===== src/sv/coq_pkg.sv =====
`timescale 1ns / 1ps

package coq_pkg;

    localparam int KEY_W   = 16;
    localparam int VALUE_W = 32;

    typedef enum logic [1:0] {
        OUTCOME_UPDATED  = 2'd0,
        OUTCOME_APPENDED = 2'd1,
        OUTCOME_DROPPED  = 2'd2,
        OUTCOME_NONE     = 2'd3
    } outcome_t;

    typedef struct packed {
        logic push;
        logic pop;
        logic hit_any;
    } ctl_t;

endpackage


===== src/sv/coalescing_update_queue.sv =====
`timescale 1ns / 1ps
// coalescing update queue: fifo of key/value pairs where a push of a key
// already present overwrites that entry's value in place
// input channel: in_valid/in_ready with func (0 push, 1 pop), key, value
// output channel: out_valid/out_ready, one result beat per input beat with
// pop_valid, pop_key, pop_value, push_outcome, now_empty, now_full
// result: registered, it appears in the cycle after the input beat is taken
// throughput: one beat per cycle unless stalled; every cell compares its
// key, on a pop shifts one place, all at once; hit ripples down the row
// stall: a waiting result is held in the output register; a new input beat
// is taken in the cycle the held result is taken, otherwise input waits
// reset: the fill count and output valid clear at once, the queue is empty
// and ready in the first cycle after reset
module coalescing_update_queue #(
    parameter int DEPTH = 16
) (
    input  logic                                 clk,
    input  logic                                 rst_n,
    input  logic                                 in_valid,
    output logic                                 in_ready,
    input  logic                                 func,
    input  logic        [coq_pkg::KEY_W-1:0]     key,
    input  logic signed [coq_pkg::VALUE_W-1:0]   value,
    output logic                                 out_valid,
    input  logic                                 out_ready,
    output logic                                 pop_valid,
    output logic        [coq_pkg::KEY_W-1:0]     pop_key,
    output logic signed [coq_pkg::VALUE_W-1:0]   pop_value,
    output logic        [1:0]                    push_outcome,
    output logic                                 now_empty,
    output logic                                 now_full
);
    import coq_pkg::*;

    localparam int CW = $clog2(DEPTH + 1);
    localparam logic [CW-1:0] FULL_COUNT = CW'(DEPTH);

    logic [CW-1:0]             count_reg;
    logic [CW-1:0]             count_next;
    logic                      take;
    logic                      full;
    logic [DEPTH-1:0]          filled;
    logic [DEPTH:0]            hit_w;
    logic [KEY_W-1:0]          cell_key   [DEPTH];
    logic signed [VALUE_W-1:0] cell_value [DEPTH];
    ctl_t                      ctl;
    outcome_t                  outcome;

    logic                      out_valid_reg;
    logic                      pop_valid_reg;
    logic [KEY_W-1:0]          pop_key_reg;
    logic signed [VALUE_W-1:0] pop_value_reg;
    outcome_t                  outcome_reg;
    logic                      empty_reg;
    logic                      full_reg;

    assign in_ready = !out_valid_reg || out_ready;
    assign take     = in_valid && in_ready;
    assign full     = (count_reg == FULL_COUNT);

    assign ctl.push    = take && !func;
    assign ctl.pop     = take && func && (count_reg != '0);
    assign ctl.hit_any = hit_w[DEPTH];
    assign hit_w[0]    = 1'b0;

    genvar i;
    generate
        for (i = 0; i < DEPTH; i++)
        begin : g_cell
            assign filled[i] = (CW'(i) < count_reg);

            coq_cell u_cell (
                .clk         (clk),
                .ctl         (ctl),
                .filled      (filled[i]),
                .prev_filled ((i == 0) ? 1'b1 : filled[(i == 0) ? 0 : i - 1]),
                .in_key      (key),
                .in_value    (value),
                .next_key    (cell_key[(i == DEPTH - 1) ? i : i + 1]),
                .next_value  (cell_value[(i == DEPTH - 1) ? i : i + 1]),
                .hit_in      (hit_w[i]),
                .hit_out     (hit_w[i+1]),
                .key_reg     (cell_key[i]),
                .value_reg   (cell_value[i])
            );
        end
    endgenerate

    always_comb
    begin
        count_next = count_reg;
        outcome    = OUTCOME_NONE;
        if (ctl.push)
        begin
            priority if (hit_w[DEPTH])
            begin
                outcome = OUTCOME_UPDATED;
            end
            else if (full)
            begin
                outcome = OUTCOME_DROPPED;
            end
            else
            begin
                outcome    = OUTCOME_APPENDED;
                count_next = count_reg + CW'(1);
            end
        end
        else if (ctl.pop)
        begin
            count_next = count_reg - CW'(1);
        end
    end

    always_ff @(posedge clk or negedge rst_n)
    begin
        if (!rst_n)
        begin
            count_reg     <= '0;
            out_valid_reg <= 1'b0;
        end
        else
        begin
            count_reg <= count_next;
            if (take)
            begin
                out_valid_reg <= 1'b1;
            end
            else if (out_ready)
            begin
                out_valid_reg <= 1'b0;
            end
        end
    end

    // result payload
    always_ff @(posedge clk)
    begin
        if (take)
        begin
            pop_valid_reg <= ctl.pop;
            pop_key_reg   <= ctl.pop ? cell_key[0] : '0;
            pop_value_reg <= ctl.pop ? cell_value[0] : '0;
            outcome_reg   <= outcome;
            empty_reg     <= (count_next == '0);
            full_reg      <= (count_next == FULL_COUNT);
        end
    end

    assign out_valid    = out_valid_reg;
    assign pop_valid    = pop_valid_reg;
    assign pop_key      = pop_key_reg;
    assign pop_value    = pop_value_reg;
    assign push_outcome = outcome_reg;
    assign now_empty    = empty_reg;
    assign now_full     = full_reg;

endmodule


===== src/sv/coq_cell.sv =====
`timescale 1ns / 1ps

module coq_cell (
    input  logic                                 clk,
    input  coq_pkg::ctl_t                        ctl,
    input  logic                                 filled,
    input  logic                                 prev_filled,
    input  logic        [coq_pkg::KEY_W-1:0]     in_key,
    input  logic signed [coq_pkg::VALUE_W-1:0]   in_value,
    input  logic        [coq_pkg::KEY_W-1:0]     next_key,
    input  logic signed [coq_pkg::VALUE_W-1:0]   next_value,
    input  logic                                 hit_in,
    output logic                                 hit_out,
    output logic        [coq_pkg::KEY_W-1:0]     key_reg,
    output logic signed [coq_pkg::VALUE_W-1:0]   value_reg
);
    import coq_pkg::*;

    logic                      match;
    logic                      update;
    logic                      append;
    logic [KEY_W-1:0]          key_next;
    logic signed [VALUE_W-1:0] value_next;

    assign match   = filled && (key_reg == in_key);
    assign hit_out = hit_in || match;
    assign update  = ctl.push && match && !hit_in;
    assign append  = ctl.push && !ctl.hit_any && !filled && prev_filled;

    always_comb
    begin
        key_next   = key_reg;
        value_next = value_reg;
        priority if (ctl.pop)
        begin
            key_next   = next_key;
            value_next = next_value;
        end
        else if (append)
        begin
            key_next   = in_key;
            value_next = in_value;
        end
        else if (update)
        begin
            value_next = in_value;
        end
    end

    always_ff @(posedge clk)
    begin
        key_reg   <= key_next;
        value_reg <= value_next;
    end

endmodule

===== config.mk =====
export PLATFORM = sky130hd
export DESIGN_NAME = coalescing_update_queue
export DESIGN_NICKNAME = d
export VERILOG_FILES = /design/src/sv/coq_pkg.sv /design/src/sv/coalescing_update_queue.sv /design/src/sv/coq_cell.sv
export SDC_FILE = /design/constraint.sdc
export NUM_CORES = 1
export LEC_CHECK = 0
export CORE_UTILIZATION = 45
export DETAILED_ROUTE_END_ITERATION = 10
export DONT_BUFFER_PORTS = 1
export GPL_ROUTABILITY_DRIVEN = 0
export GPL_TIMING_DRIVEN = 0
export PLACE_DENSITY = 0.72
export SYNTH_ARGS = -nofsm -noshare
export SYNTH_HDL_FRONTEND = slang
export SYNTH_HIERARCHICAL = 1
export SYNTH_SLANG_ARGS = --single-unit

===== constraint.sdc =====
create_clock -name clk -period 14.2 [get_ports clk]
set_input_delay 0.71 -clock clk [delete_from_list [all_inputs] [get_ports clk]]
set_output_delay 0.71 -clock clk [all_outputs]
set_load 0.05 [all_outputs]

# --- Yosys cells after proc, flatten, opt, wreduce, memory -nomap -nowiden ---
# Cells that the tools add are included.
# Widths: inputs -> output; s select.
word_totals:
  elab_cells: 331
  inputBits: 53
  ff_bits: 827
  out_inout_bits: 55
op_classes:
  n_eq_ne: 18
  bitwise: 1
  addsub: 2
  reduce_logical: 169
  order_cmp: 16
  n_mux: 85
ops:
  columns: ["operator", "count"]
  rows:
  - ["$mux 32", 47]
  - ["$mux 16", 30]
  - ["$eq 16x16->1", 16]
  - ["$logic_and 1x1->1", 83]
  - ["$reduce_bool 3->1", 15]
  - ["$lt 4x5->1 const A", 8]
  - ["$logic_not 1->1", 34]
  - ["$reduce_bool 2->1", 17]
  - ["$lt 3x5->1 const A", 4]
  - ["$mux 5", 4]
  - ["$logic_or 1x1->1", 16]
  - ["$eq 5x5->1 const B", 2]
  - ["$lt 1x5->1 const A", 2]
  - ["$lt 2x5->1 const A", 2]
  - ["$add 5x1->5 const B", 1]
  - ["$logic_not 5->1", 1]
  - ["$reduce_bool 5->1", 1]
  - ["$sub 5x1->5 const B", 1]
  - ["$mux 2", 2]
  - ["$reduce_and 2->1", 2]
  - ["$mux 1", 2]
  - ["$not 1->1", 1]

# --- Logic depth before layout (Yosys ltp) ---
# Gate-level depths: netlist of run 1.
logic_depth:
  ltp_word: 23
  mapped_depth: 27
  mapped_depth_nobuf: 25

# --- Cells and area by module ---
# Netlist of run 1, hierarchy kept.
modules_own_cells:
  columns: ["mod", "area_per_inst_um2", "cells_each", "seq_area_each_um2", "n_inst"]
  rows:
  - ["coq_cell", 2229.6, 135, 1441.4, 16]
  - ["coalescing_update_queue", 2673.8, 204, 1741.7, 1]

# --- Worst setup path before layout of run 1 ---
# OpenSTA, ideal clock, no wires.
synth_timing:
  kind: "register to register"
  from: "register count_reg[3]"
  to: "register g_cell[15].u_cell/value_reg[0] (netlist bit), enable pin"
  t_arrival_ps: 4970
  t_required_ps: 13776
  setup_ps: 424
  path_slack_ps: 8805
  period_less_slack_ps: 5395
  path_buffers: 0
  path_stages_with_launch: 22
  path_cell_list: "dfrtp_1 > nor3_1 > nand2_1 > o21ai_0 > or4_4 > o21bai_1 > o21bai_1 > o21bai_1 > o21bai_1 > o21bai_1 > o21bai_1 > o21bai_1 > o21bai_1 > o21bai_1 > o21bai_1 > o21bai_1 > o21bai_1 > o21bai_1 > o21bai_1 > o21bai_1 > nand2b_1 > o31ai_2"
synth_between:
  elab_chain_len: 23
  word_cells_on_any_way: 60
  cone_classes: "16 x order compare; 1 x bitwise; 43 x reduce/logical"
synth_lines:
  columns: ["item", "line", "source"]
  rows:
  - ["from (decl)", "coalescing_update_queue.sv:38", "logic [CW-1:0] count_reg;"]
  - ["from (signal assigned)", "coalescing_update_queue.sv:124", "count_reg <= count_next;"]
  - ["$lt 1x5->1 (*)", "coalescing_update_queue.sv:70", "assign filled[i] = (CW'(i) < count_reg);"]
  - ["named net filled[0]", "coalescing_update_queue.sv:42", "logic [DEPTH-1:0] filled;"]
  - ["$logic_and 1x1->1 (*)", "coq_cell.sv:25", "assign match = filled && (key_reg == in_key);"]
  - ["named net hit_w[1]", "coalescing_update_queue.sv:43", "logic [DEPTH:0] hit_w;"]
  - ["$logic_or 1x1->1 (*)", "coq_cell.sv:26", "assign hit_out = hit_in || match;"]
  - ["named net hit_w[2]", "coalescing_update_queue.sv:43", null]
  - ["$logic_or 1x1->1 (*)", "coq_cell.sv:26", null]
  - ["named net hit_w[3]", "coalescing_update_queue.sv:43", null]
  - ["[... 1 more ...]", null, null]
  - ["named net hit_w[4]", "coalescing_update_queue.sv:43", null]
  - ["[... 1 more ...]", null, null]
  - ["named net hit_w[5]", "coalescing_update_queue.sv:43", null]
  - ["[... 1 more ...]", null, null]
  - ["named net hit_w[6]", "coalescing_update_queue.sv:43", null]
  - ["[... 1 more ...]", null, null]
  - ["named net hit_w[7]", "coalescing_update_queue.sv:43", null]
  - ["[... 1 more ...]", null, null]
  - ["named net hit_w[8]", "coalescing_update_queue.sv:43", null]
  - ["[... 1 more ...]", null, null]
  - ["named net hit_w[9]", "coalescing_update_queue.sv:43", null]
  - ["[... 1 more ...]", null, null]
  - ["named net hit_w[10]", "coalescing_update_queue.sv:43", null]
  - ["[... 1 more ...]", null, null]
  - ["named net hit_w[11]", "coalescing_update_queue.sv:43", null]
  - ["[... 1 more ...]", null, null]
  - ["named net hit_w[12]", "coalescing_update_queue.sv:43", null]
  - ["[... 1 more ...]", null, null]
  - ["named net hit_w[13]", "coalescing_update_queue.sv:43", null]
  - ["[... 1 more ...]", null, null]
  - ["named net hit_w[14]", "coalescing_update_queue.sv:43", null]
  - ["$logic_or 1x1->1 (*)", "coq_cell.sv:26", null]
  - ["named net hit_w[15]", "coalescing_update_queue.sv:43", null]
  - ["$logic_or 1x1->1", "coq_cell.sv:26", null]
  - ["$logic_not 1->1", "coq_cell.sv:28", "assign append = ctl.push && !ctl.hit_any && !filled && prev_filled;"]
  - ["$logic_and 1x1->1 (3 in a row)", "coq_cell.sv:28", null]
  - ["$reduce_bool 2->1 (no source line) (*)", null, null]
  - ["$reduce_and 2->1 (no source line) (*)", null, null]
  - ["to (signal assigned)", "coq_cell.sv:53", "value_reg <= value_next;"]
  - ["to (decl)", "coq_cell.sv:15", "output logic signed [coq_pkg::VALUE_W-1:0] value_reg"]
# The timed path passes the listed nets; every way through them passes the cells marked *.
# A chain may end at the register's enable or synchronous reset.

==> results of run 1 <==
[Yosys cell counts, types with 2 or more instances]
cell type	number	area share
sky130_fd_sc_hd__a21o_1	2	0.00039
sky130_fd_sc_hd__a222oi_1	16	0.0042
sky130_fd_sc_hd__a22oi_1	2	0.00039
sky130_fd_sc_hd__a31oi_1	16	0.0026
sky130_fd_sc_hd__and2_1	49	0.0080
sky130_fd_sc_hd__buf_2	85	0.011
sky130_fd_sc_hd__clkbuf_1	22	0.0022
sky130_fd_sc_hd__conb_1	2	0.00020
sky130_fd_sc_hd__dfrtp_1	6	0.0039
sky130_fd_sc_hd__edfxtp_1	821	0.64
sky130_fd_sc_hd__ha_1	4	0.0013
sky130_fd_sc_hd__inv_1	73	0.0071
sky130_fd_sc_hd__mux2_1	736	0.22
sky130_fd_sc_hd__nand2_1	62	0.0061
sky130_fd_sc_hd__nand2b_1	22	0.0036
sky130_fd_sc_hd__nand3_1	17	0.0022
sky130_fd_sc_hd__nand3b_1	3	0.00059
sky130_fd_sc_hd__nand4_1	16	0.0026
sky130_fd_sc_hd__nor2_1	23	0.0023
sky130_fd_sc_hd__nor3_1	17	0.0022
sky130_fd_sc_hd__nor3b_1	2	0.00039
sky130_fd_sc_hd__nor4_1	17	0.0028
sky130_fd_sc_hd__o21ai_0	19	0.0025
sky130_fd_sc_hd__o21ai_1	33	0.0043
sky130_fd_sc_hd__o21bai_1	17	0.0033
sky130_fd_sc_hd__o22ai_1	16	0.0026
sky130_fd_sc_hd__o31ai_2	16	0.0052
sky130_fd_sc_hd__or4_4	16	0.0047
sky130_fd_sc_hd__or4b_4	2	0.00072
sky130_fd_sc_hd__xnor2_1	96	0.022
sky130_fd_sc_hd__xor2_1	112	0.026
[routing by layer]
layer	vias to the layer above	global-route usage	wire length (µm)
met5	-	0	0
li1	9258	-	-
met4	0	0.04243	1358
met1	9563	0.1995	29760
met2	411	0.2854	34820
met3	108	0.03693	3622
[stage by stage]
step	hold slack, ps	total power [µW]
2_1_floorplan	414.4	3315
3_3_place_gp	414.6	3397
3_5_place_dp	414.5	3432
4_1_cts	160.5	5673
5_1_grt	188.7	5815
6_report	201.6	5614
[power by group through the flow]
| stage | sequential, µW | combinational (µW) | clock, µW |
|---|---|---|---|
| 6_report | 2940 | 446 | 2230 |
| 3_3_place_gp | 2990 | 410 | 0 |
| 2_1_floorplan | 2970 | 343 | 0 |
| 4_1_cts | 2940 | 450 | 2280 |
| 5_1_grt | 2950 | 493 | 2370 |
| 3_5_place_dp | 2990 | 442 | 0 |
[worst max path at each step]
stage            startpoint                         endpoint  slack (ps)  depth (start not counted)
2_1_floorplan  count_reg[3]   g_cell[15].u_cell/value_reg[0]        8810                         21
3_3_place_gp   count_reg[4]  g_cell[15].u_cell/value_reg[17]        7070                         20
3_5_place_dp   count_reg[1]                        now_empty        7410                         26
4_1_cts        count_reg[1]                        now_empty        7360                         26
5_1_grt        count_reg[1]                        now_empty        6850                         26
6_report       count_reg[1]                        now_empty        7080                         26
[final cells by class]
type | instances | area [µm²] | area share
plain buffers | 108 | 520.5 | 0.01210
multi-input cells | 1357 | 12900 | 0.2998
clock buffers | 102 | 2318 | 0.05388
repair buffers | 19 | 285.3 | 0.006630
clock inverters | 57 | 505.5 | 0.01175
flip-flops and latches | 827 | 24800 | 0.5765
well taps | 1134 | 1419 | 0.03298
inverters | 73 | 274.0 | 0.006368
[cell families after synthesis]
| logic type | after synthesis | share of synthesized area |
|---|---|---|
| DFF | 827 | 0.6468 |
| muxes | 736 | 0.2161 |
| and+or+nand+nor | 254 | 0.03821 |
| xor gates and xnor gates | 209 | 0.04793 |
| buffers and inverters | 181 | 0.02069 |
| AOI/OAI and AO/OA | 151 | 0.02874 |
| adders and majority gates | 4 | 0.001305 |
| other | 2 | 0.0001958 |
[layout by cell type (no fill, tap or decap), types with 18 or more instances in the layout]
| cell type | Yosys | final |
|---|---|---|
| sky130_fd_sc_hd__xor2_1 | 112 | 112 |
| sky130_fd_sc_hd__buf_2 | 85 | 85 |
| sky130_fd_sc_hd__and2_1 | 49 | 49 |
| sky130_fd_sc_hd__o21ai_0 | 19 | 19 |
| sky130_fd_sc_hd__clkinv_1 | 0 | 18 |
| sky130_fd_sc_hd__clkinv_2 | 0 | 25 |
| sky130_fd_sc_hd__mux2_1 | 736 | 736 |
| sky130_fd_sc_hd__clkbuf_1 | 22 | 32 |
| sky130_fd_sc_hd__nand2_1 | 62 | 62 |
| sky130_fd_sc_hd__edfxtp_1 | 821 | 821 |
| sky130_fd_sc_hd__clkbuf_16 | 0 | 91 |
| sky130_fd_sc_hd__inv_1 | 73 | 72 |
| sky130_fd_sc_hd__xnor2_1 | 96 | 96 |
| sky130_fd_sc_hd__nor2_1 | 23 | 22 |
| sky130_fd_sc_hd__o21ai_1 | 33 | 33 |
| sky130_fd_sc_hd__nand2b_1 | 22 | 22 |
[worst max-delay path, cell delays in order, from the launching register on]
cell	delay (ps)
sky130_fd_sc_hd__dfrtp_1	440
sky130_fd_sc_hd__clkbuf_1	410
sky130_fd_sc_hd__nor2_1	190
sky130_fd_sc_hd__o21ai_0	680
sky130_fd_sc_hd__o21ai_0	230
sky130_fd_sc_hd__or4_4	610
sky130_fd_sc_hd__o21bai_1	210
sky130_fd_sc_hd__o21bai_1	170
sky130_fd_sc_hd__o21bai_1	170
sky130_fd_sc_hd__o21bai_1	170
sky130_fd_sc_hd__o21bai_1	160
sky130_fd_sc_hd__o21bai_1	160
sky130_fd_sc_hd__o21bai_1	160
sky130_fd_sc_hd__o21bai_1	170
sky130_fd_sc_hd__o21bai_1	180
sky130_fd_sc_hd__o21bai_1	160
sky130_fd_sc_hd__o21bai_1	160
sky130_fd_sc_hd__o21bai_1	180
sky130_fd_sc_hd__o21bai_1	190
sky130_fd_sc_hd__o21bai_1	160
sky130_fd_sc_hd__o21bai_2	450
sky130_fd_sc_hd__buf_2	370
sky130_fd_sc_hd__and4b_1	230
sky130_fd_sc_hd__nand4b_1	100
sky130_fd_sc_hd__a21oi_1	80
sky130_fd_sc_hd__a221oi_1	430
sky130_fd_sc_hd__nor4b_2	290
==> impl_metrics.csv, run 1 <==
group,metric,value,unit
synthesis,synth_seq_cells,827,
finish,count_of_non_filler_cells_in_the_finished_layout,3677,
routing,dr.pass1.iters,7,
routing,antenna_violating_nets_post_route,0,
power_and_ir_drop,internal-power,4385,µW
worst_setup_path,crit-reg2reg-capture,"now_empty",
routing,violation_count_after_the_first_detailed_route_iteration,1235,
worst_setup_path,critPathArrivalTime,7560,ps
clocking,tritoncts_num_sinks,827,
placement,detailed_place.area,0.04019,mm²
hold_path,whs_path_depth,2,
worst_setup_path,ff2ff_setup_slack,7080,ps
sta,tightest_slew,1062,ps
finish,nFillCells,6730,
finish,final_util,0.5125,
clocking,tritoncts,"yes",
synthesis,yosys.cell_types.count,55,
floorplan,num_io_pins,108,
sta,timing.final.setup_violations,0,
clocking,cts.path.max_buffers,3,
clocking,cts_max_level,3,
hold_path,hold_path.class,"primary input to flop",
worst_setup_path,setup.worst_path.end_class,"flop",
sta,totalNegativeSetupSlack,0,ps
routing,drt-vias-per-instance,5.260,
clocking,hold_buffers,1,
worst_setup_path,timing.critical_path.fanout_max,17,
sta,finClkSkew,21.77,ps
routing,wire_per_inst,18.92,µm
floorplan,initial_core_util,0.4568,
hold_path,hp-start,"in_valid",
routing,route.detailed.drc,0,
worst_setup_path,r2r_startpoint,"count_reg[1]",
finish,proportion_of_layout_cells_with_a_drive_suffix_above_1,0.1093,
global_routing,first_pass_grt_wire_length,111.6,mm
sta,maxClockFrequency,0.1404,GHz
hold_path,hold_path_end,"out_valid",
finish,nets,2530,
sta,hold_viol,0,
worst_setup_path,criticalPathCategory,"flop to flop",
global_routing,global_route.overflow_total,0,
run,max_cap_violations,0,
synthesis,synth.avg_cell_area,16.22,µm²
floorplan,placeableCoreArea,0.08395,mm²
synthesis,yosys_warnings,6,
power_and_ir_drop,power.combinational.fraction,0.079,
finish,antennaDiodeCount,0,
placement,dp_hpwl,50.59,mm
finish,area_delta_synth_final,12.20,%
finish,largest_register_ffs,512,
sta,finalMaxSlewViolations,0,
floorplan,fp-row-count,106,
placement,place.detailed.instances,3517,
synthesis,synth_enable_flop_cells,821,
sta,timing.final.crit_period,7121,ps
routing,dr_total_vias,19340,
power_and_ir_drop,p_sw_frac,0.2190,
global_routing,grt_start_max_net_pins,49,
worst_setup_path,cp-start-kind,"flop",
power_and_ir_drop,vdd_drop_max,0.00008588,V
global_routing,number_of_antenna_violations_at_the_first_check_in_global_routing,0,
power_and_ir_drop,seq_power_share,0.524,
power_and_ir_drop,static-leakage-power,0.01443,µW
synthesis,synth_cells,2364,
synthesis,synthesis.area,0.03835,mm²
power_and_ir_drop,power_density,130.5,mW/mm²
clocking,root_buffer,"sky130_fd_sc_hd__clkbuf_16",
placement,pre_cts_slack,7415,ps
power_and_ir_drop,p_clk_frac,0.397,
clocking,post_cts_resized,0,
routing,routed_wirelength,69.57,mm
worst_setup_path,r2r.worst_path.cells,26,
synthesis,predominant_post_synthesis_flop_cell,"sky130_fd_sc_hd__edfxtp_1",
floorplan,floorplan.die.height,293.9,µm
sta,grt_setup_unrepaired,"no",
synthesis,synthArstFlopShare,0.007255,
clocking,post_cts.repair.setup_buffers,0,
global_routing,grt_pass1_vias,20930,
sta,fin_ws,7079,ps
power_and_ir_drop,switching_power_summed_over_all_nets,1229,µW
worst_setup_path,cp_data_required_time,14640,ps
clocking,tritoncts.num_buffers,87,
placement,port-buffer-count,0,
clocking,clock_latency_reported_for_the_late_side_of_the_worst_skew_pair,630,ps
sta,timing.slew.headroom,0.2916,
global_routing,grt_util_all_layers,0.1621,
clocking,cts.reportedPaths.clkPinSlew,60,ps
floorplan,die_w,293.9,µm
finish,finalInstanceArea,0.04303,mm²
synthesis,portion_of_the_post_synthesis_area_used_by_sequential_elements,0.6468,
sta,post-route-period-util,0.5014,
floorplan,die_area,0.08639,mm²
status,outcome,"completed",
Power figures use the tool's default switching activity.
==> run 2: changes to the inputs <==
--- a/config.mk
+++ b/config.mk
@@ -10,7 +10,7 @@
 export DONT_BUFFER_PORTS = 1
 export GPL_ROUTABILITY_DRIVEN = 0
 export GPL_TIMING_DRIVEN = 0
-export PLACE_DENSITY = 0.72
+export PLACE_DENSITY = 0.74
 export SYNTH_ARGS = -nofsm -noshare
 export SYNTH_HDL_FRONTEND = slang
 export SYNTH_HIERARCHICAL = 1
==> constraint.sdc (replaced) <==
create_clock -name clk -period 6.5 [get_ports clk]
set_input_delay 0.325 -clock clk [delete_from_list [all_inputs] [get_ports clk]]
set_output_delay 0.325 -clock clk [all_outputs]
set_load 0.05 [all_outputs]
==> impl_metrics.csv, run 2 (synthesis gave the netlist of run 1 again) <==
group,metric,value,unit
sta,timing.slew.headroom,0.3343,
finish,count_of_non_filler_cells_in_the_finished_layout,3730,
floorplan,die_area,0.08639,mm²
routing,routed_wirelength,74.15,mm
placement,place.detailed.instances,3517,
worst_setup_path,cp_data_required_time,6950,ps
status,outcome,"completed",
routing,wire_per_inst,19.88,µm
sta,finalMaxSlewViolations,0,
floorplan,floorplan.die.height,293.9,µm
placement,dp_hpwl,50.67,mm
global_routing,grt_pass1_vias,21390,
hold_path,hold_path.class,"primary input to flop",
sta,post-route-period-util,0.9611,
worst_setup_path,timing.critical_path.fanout_max,17,
worst_setup_path,timing.critical_path.buf_inv,2,
hold_path,hp-start,"key[7]",
clocking,tritoncts.num_buffers,86,
global_routing,grt_start_max_net_pins,47,
sta,fin_ws,252.6,ps
clocking,clock_latency_reported_for_the_late_side_of_the_worst_skew_pair,640,ps
routing,dr.pass1.iters,7,
hold_path,hold_path_end,"g_cell[3].u_cell/key_reg[7]",
sta,timing.final.setup_violations,0,
floorplan,die_w,293.9,µm
routing,violation_count_after_the_first_detailed_route_iteration,1343,
worst_setup_path,crit_family,"compound AO/OA/AOI/OAI gates",
clocking,tritoncts,"yes",
finish,layout.cells.most_common_list,"sky130_fd_sc_hd__edfxtp_1, sky130_fd_sc_hd__mux2_1, sky130_fd_sc_hd__xor2_1",
floorplan,placeableCoreArea,0.08395,mm²
worst_setup_path,criticalPathCategory,"flop to flop",
worst_setup_path,crit-reg2reg-capture,"now_empty",
sta,tightest_slew,997.4,ps
clocking,tritoncts_num_sinks,827,
clocking,cts.path.max_buffers,3,
routing,dr_total_vias,19920,
finish,final_util,0.5186,
routing,drt-vias-per-instance,5.340,
finish,nets,2579,
worst_setup_path,r2r_startpoint,"count_reg[1]",
finish,largest_register_ffs,512,
worst_setup_path,setup.worst_path.start,"count_reg[1]",
worst_setup_path,cp-start-kind,"flop",
worst_setup_path,r2r.worst_path.cells,27,
worst_setup_path,ff2ff_setup_slack,250,ps
run,max_cap_violations,0,
sta,finClkSkew,26.45,ps
hold_path,whs_path_depth,2,
sta,grt_setup_unrepaired,"no",
sta,maxClockFrequency,0.1601,GHz
power_and_ir_drop,power_density,283.2,mW/mm²
sta,hold_viol,0,
power_and_ir_drop,vdd_drop_max,0.0001844,V
power_and_ir_drop,static-leakage-power,0.01459,µW
finish,most_common_cell_after_layout_fill_and_taps_aside,"sky130_fd_sc_hd__edfxtp_1",
worst_setup_path,critPathArrivalTime,6700,ps
finish,proportion_of_layout_cells_with_a_drive_suffix_above_1,0.1054,
global_routing,first_pass_grt_wire_length,117.6,mm
worst_setup_path,slowest_delay,580,ps
floorplan,num_io_pins,108,
placement,port-buffer-count,0,
routing,route.detailed.drc,0,
global_routing,global_route.overflow_total,0,
clocking,root_buffer,"sky130_fd_sc_hd__clkbuf_16",
finish,area_delta_synth_final,13.54,%
floorplan,initial_core_util,0.4568,
routing,antenna_violating_nets_post_route,0,
worst_setup_path,cp_common_cell,"sky130_fd_sc_hd__o21bai_1",
worst_setup_path,critPathSlowestCell,"sky130_fd_sc_hd__or4_4",
global_routing,grt_util_all_layers,0.1731,
placement,pre_cts_slack,-225.8,ps
clocking,cts.reportedPaths.clkPinSlew,60,ps
worst_setup_path,setup.worst_path.end_class,"flop",
clocking,cts_max_level,3,
global_routing,number_of_antenna_violations_at_the_first_check_in_global_routing,6,
floorplan,fp-row-count,106,
sta,timing.final.crit_period,6247,ps
[run 2: worst max-delay path by stage]
stage,end,slack [ps],cells after the start
CTS,now_empty,120,27
global placement,g_cell[15].u_cell/value_reg[23],-730,20
detailed placement,now_empty,-230,26
floorplan,g_cell[15].u_cell/value_reg[0],1110,21
global route,now_empty,2,27
finish,now_empty,250,27
[run 2: per-stage QoR]
step / TNS [ps] / area (µm²) / total power [µW] / hold slack (ps)
3_5_place_dp: -340.2 / 40190 / 7502 / 29.50
5_1_grt: 0 / 43540 / 12770 / 18.75
4_1_cts: 0 / 43510 / 12430 / 2.550
2_1_floorplan: 0 / 38350 / 7241 / 29.41
3_3_place_gp: -135460 / 39770 / 7422 / 29.52
6_report: 0 / 43540 / 12330 / 42.43
[run 2: final cells by class]
cell class / count / area, µm²
multi-input cells: 1357 / 12930
inverters: 73 / 274.0
flip-flops and latches: 827 / 24800
plain buffers: 108 / 524.3
well taps: 1134 / 1419
repair buffers: 69 / 785.8
diodes: 5 / 12.51
fillers: 6549 / 40410
clock inverters: 49 / 514.2
clock buffers: 108 / 2277
[run 2: power by group]
part | internal [µW] | total [µW] | switching, µW
Clock | 2820 | 4810 | 1990
Combinational | 463 | 1090 | 631
Sequential | 6230 | 6430 | 191
Total | 9510 | 12300 | 2820
[run 2: repair_timing]
| action | 4_1_cts | 5_1_grt |
|---|---|---|
| setup buffers | 0 | 0 |
| setup endpoints to repair | 3 | 3 |
| hold endpoints to repair | 776 | 0 |
| gates resized for setup | 4 | 6 |
| hold buffers | 51 | 0 |
[run 2: per-layer routing]
metal  track usage  routed length, µm
met1        0.2282              33370
met2        0.2899              35310
met3       0.02742               3517
met4       0.06059               1952
met5             0                  0
==> run 3: changes to the inputs <==
--- a/config.mk
+++ b/config.mk
@@ -5,12 +5,13 @@
 export SDC_FILE = /design/constraint.sdc
 export NUM_CORES = 1
 export LEC_CHECK = 0
+export CELL_PAD_IN_SITES_DETAIL_PLACEMENT = 1
+export CELL_PAD_IN_SITES_GLOBAL_PLACEMENT = 1
 export CORE_UTILIZATION = 45
 export DETAILED_ROUTE_END_ITERATION = 10
 export DONT_BUFFER_PORTS = 1
 export GPL_ROUTABILITY_DRIVEN = 0
-export GPL_TIMING_DRIVEN = 0
-export PLACE_DENSITY = 0.74
+export PLACE_DENSITY = 0.82
 export SYNTH_ARGS = -nofsm -noshare
 export SYNTH_HDL_FRONTEND = slang
 export SYNTH_HIERARCHICAL = 1
==> impl_metrics.csv, run 3 (synthesis gave the netlist of run 1 again) <==
group,metric,value,unit
worst_setup_path,r2r_startpoint,"count_reg[0]",
global_routing,number_of_antenna_violations_at_the_first_check_in_global_routing,11,
sta,post-route-period-util,0.9423,
placement,dp_hpwl,52.67,mm
routing,route.detailed.drc,0,
sta,totalNegativeSetupSlack,0,ps
worst_setup_path,criticalPathCategory,"flop to flop",
worst_setup_path,r2r.worst_path.cells,24,
floorplan,num_io_pins,108,
worst_setup_path,timing.critical_path.fanout_max,32,
routing,dr.pass1.iters,5,
finish,area_delta_synth_final,12.40,%
routing,wire_per_inst,23.28,µm
power_and_ir_drop,vdd_drop_max,0.0001784,V
power_and_ir_drop,power_density,288.8,mW/mm²
placement,port-buffer-count,0,
finish,most_common_cell_after_layout_fill_and_taps_aside,"sky130_fd_sc_hd__edfxtp_1",
routing,violation_count_after_the_first_detailed_route_iteration,1314,
finish,layout.cells.most_common_list,"sky130_fd_sc_hd__edfxtp_1, sky130_fd_sc_hd__mux2_1, sky130_fd_sc_hd__xor2_1",
routing,antenna_violating_nets_post_route,0,
sta,timing.final.crit_period,6125,ps
worst_setup_path,critPathSlowestCell,"sky130_fd_sc_hd__or4_4",
worst_setup_path,cp_data_required_time,6840,ps
finish,count_of_non_filler_cells_in_the_finished_layout,3648,
sta,grt_setup_unrepaired,"no",
worst_setup_path,cp-start-kind,"flop",
finish,nFillCells,7811,
clocking,cts_max_level,3,
clocking,cts.reportedPaths.clkPinSlew,60,ps
floorplan,floorplan.die.height,293.9,µm
worst_setup_path,critical_path.cell_chain,"ha_1, o21ai_2, o21ai_0, or4_4, o21bai_1, o21bai_1, o21bai_1, o21bai_1, o21bai_1, o21bai_1, o21bai_1, o21bai_1, o21bai_1, o21bai_1, o21bai_1, o21bai_1, o21bai_1, o21bai_1, o21bai_4, buf_4, nor2_1, a31oi_2, o31ai_4, buf_4",
clocking,cts.path.max_buffers,3,
floorplan,die_area,0.08639,mm²
sta,timing.final.setup_violations,0,
sta,finClkSkew,17.43,ps
sta,finalMaxSlewViolations,0,
worst_setup_path,ff2ff_setup_slack,370,ps
global_routing,global_route.overflow_total,0,
clocking,tritoncts,"yes",
global_routing,grt_util_all_layers,0.1971,
run,max_cap_violations,0,
floorplan,die_w,293.9,µm
finish,largest_register_ffs,512,
routing,dr_total_vias,20180,
floorplan,fp-row-count,106,
power_and_ir_drop,static-leakage-power,0.01424,µW
global_routing,grt_start_max_net_pins,188,
clocking,tritoncts_num_sinks,827,
floorplan,placeableCoreArea,0.08395,mm²
worst_setup_path,slowest_delay,570,ps
worst_setup_path,crit-reg2reg-capture,"g_cell[12].u_cell/value_reg[15]",
worst_setup_path,cp.depth,24,
clocking,root_buffer,"sky130_fd_sc_hd__clkbuf_16",
status,outcome,"completed",
worst_setup_path,critical_path.endpoint,"g_cell[12].u_cell/value_reg[15]",
worst_setup_path,crit_family,"compound AO/OA/AOI/OAI gates",
sta,timing.slew.headroom,0.3793,
finish,nets,2493,
clocking,post_cts.repair.setup_buffers,0,
placement,place.detailed.instances,3428,
hold_path,hold_path.class,"primary input to asynchronous set/reset pin",
worst_setup_path,setup.worst_path.start,"count_reg[0]",
sta,tightest_slew,928.0,ps
floorplan,initial_core_util,0.4568,
sta,maxClockFrequency,0.1633,GHz
finish,proportion_of_layout_cells_with_a_drive_suffix_above_1,0.08363,
worst_setup_path,setup.worst_path.end_class,"flop",
worst_setup_path,timing.critical_path.buf_inv,2,
worst_setup_path,cp_common_cell,"sky130_fd_sc_hd__o21bai_1",
clocking,tritoncts.num_buffers,88,
global_routing,grt_pass1_vias,22340,
routing,routed_wirelength,84.91,mm
worst_setup_path,critPathArrivalTime,6460,ps
sta,hold_viol,0,
routing,drt-vias-per-instance,5.532,
clocking,clock_latency_reported_for_the_late_side_of_the_worst_skew_pair,630,ps
global_routing,first_pass_grt_wire_length,131.9,mm
==> run 3: cell types whose count changed in the layout (fill, tap and decap cells not counted), sizes merged, moves of 2 or more <==
cell      delta
clkbuf      -19
diode        -2
clkinvlp     -4
buf         -67
clkinv      +10
==> run 3: worst min path at each step <==
stage	from	end	slack (ps)
5_1_grt	func	count_reg[3]	30
2_1_floorplan	rst_n	count_reg[0]	30
3_3_place_gp	rst_n	out_valid	30
3_5_place_dp	rst_n	out_valid	30
6_report	rst_n	count_reg[4]	50
4_1_cts	func	count_reg[3]	0.3
==> run 3: area by class of cell <==
cell class                      instances  area, µm²  area share
Sequential cell                       827      24800      0.5754
Antenna cell                            3      7.507   0.0001742
Clock buffer                          111       2331     0.05408
Timing Repair Buffer                   89      860.8     0.01997
Inverter                               73      274.0    0.006357
Tap cell                             1134       1419     0.03292
Clock inverter                         54      484.2     0.01123
Multi-Input combinational cell       1357      12920      0.2998
==> run 3: power by group <==
group / switching (µW) / internal [µW]
registers: 186 / 6240
clock network: 2070 / 2830
logic: 678 / 450
total: 2930 / 9520
==> run 3: metrics by stage <==
stage	utilization	instance area (µm²)	worst slack [ps]	hold slack, ps	total power, µW
detailed placement	0.4733	39740	228.2	29.60	7519
global route	0.5133	43100	32.85	25.60	12870
global placement	0.4733	39740	514.7	29.62	7419
CTS	0.5131	43070	72.42	0.3430	12560
floorplan	-	38350	1105	29.41	7241
finish	0.5134	43100	374.9	45.02	12450
==> run 3: routing by layer <==
layer  global-route usage  wire length, µm  share of wire  vias up
met3              0.03346             4013          0.047      155
met5                    0               51        0.00060        -
met1               0.2670            38430           0.45    10370
li1                     -                -              -     9192
met4              0.06402             1989          0.023        8
met2               0.3226            40430           0.48      460
==> run 3: what timing repair did <==
action                                  in CTS  in global routing
endpoints found under the setup margin       0                771
hold endpoints to repair                   777                  0
hold buffers                                52                  0
gates resized for setup                      0                  6
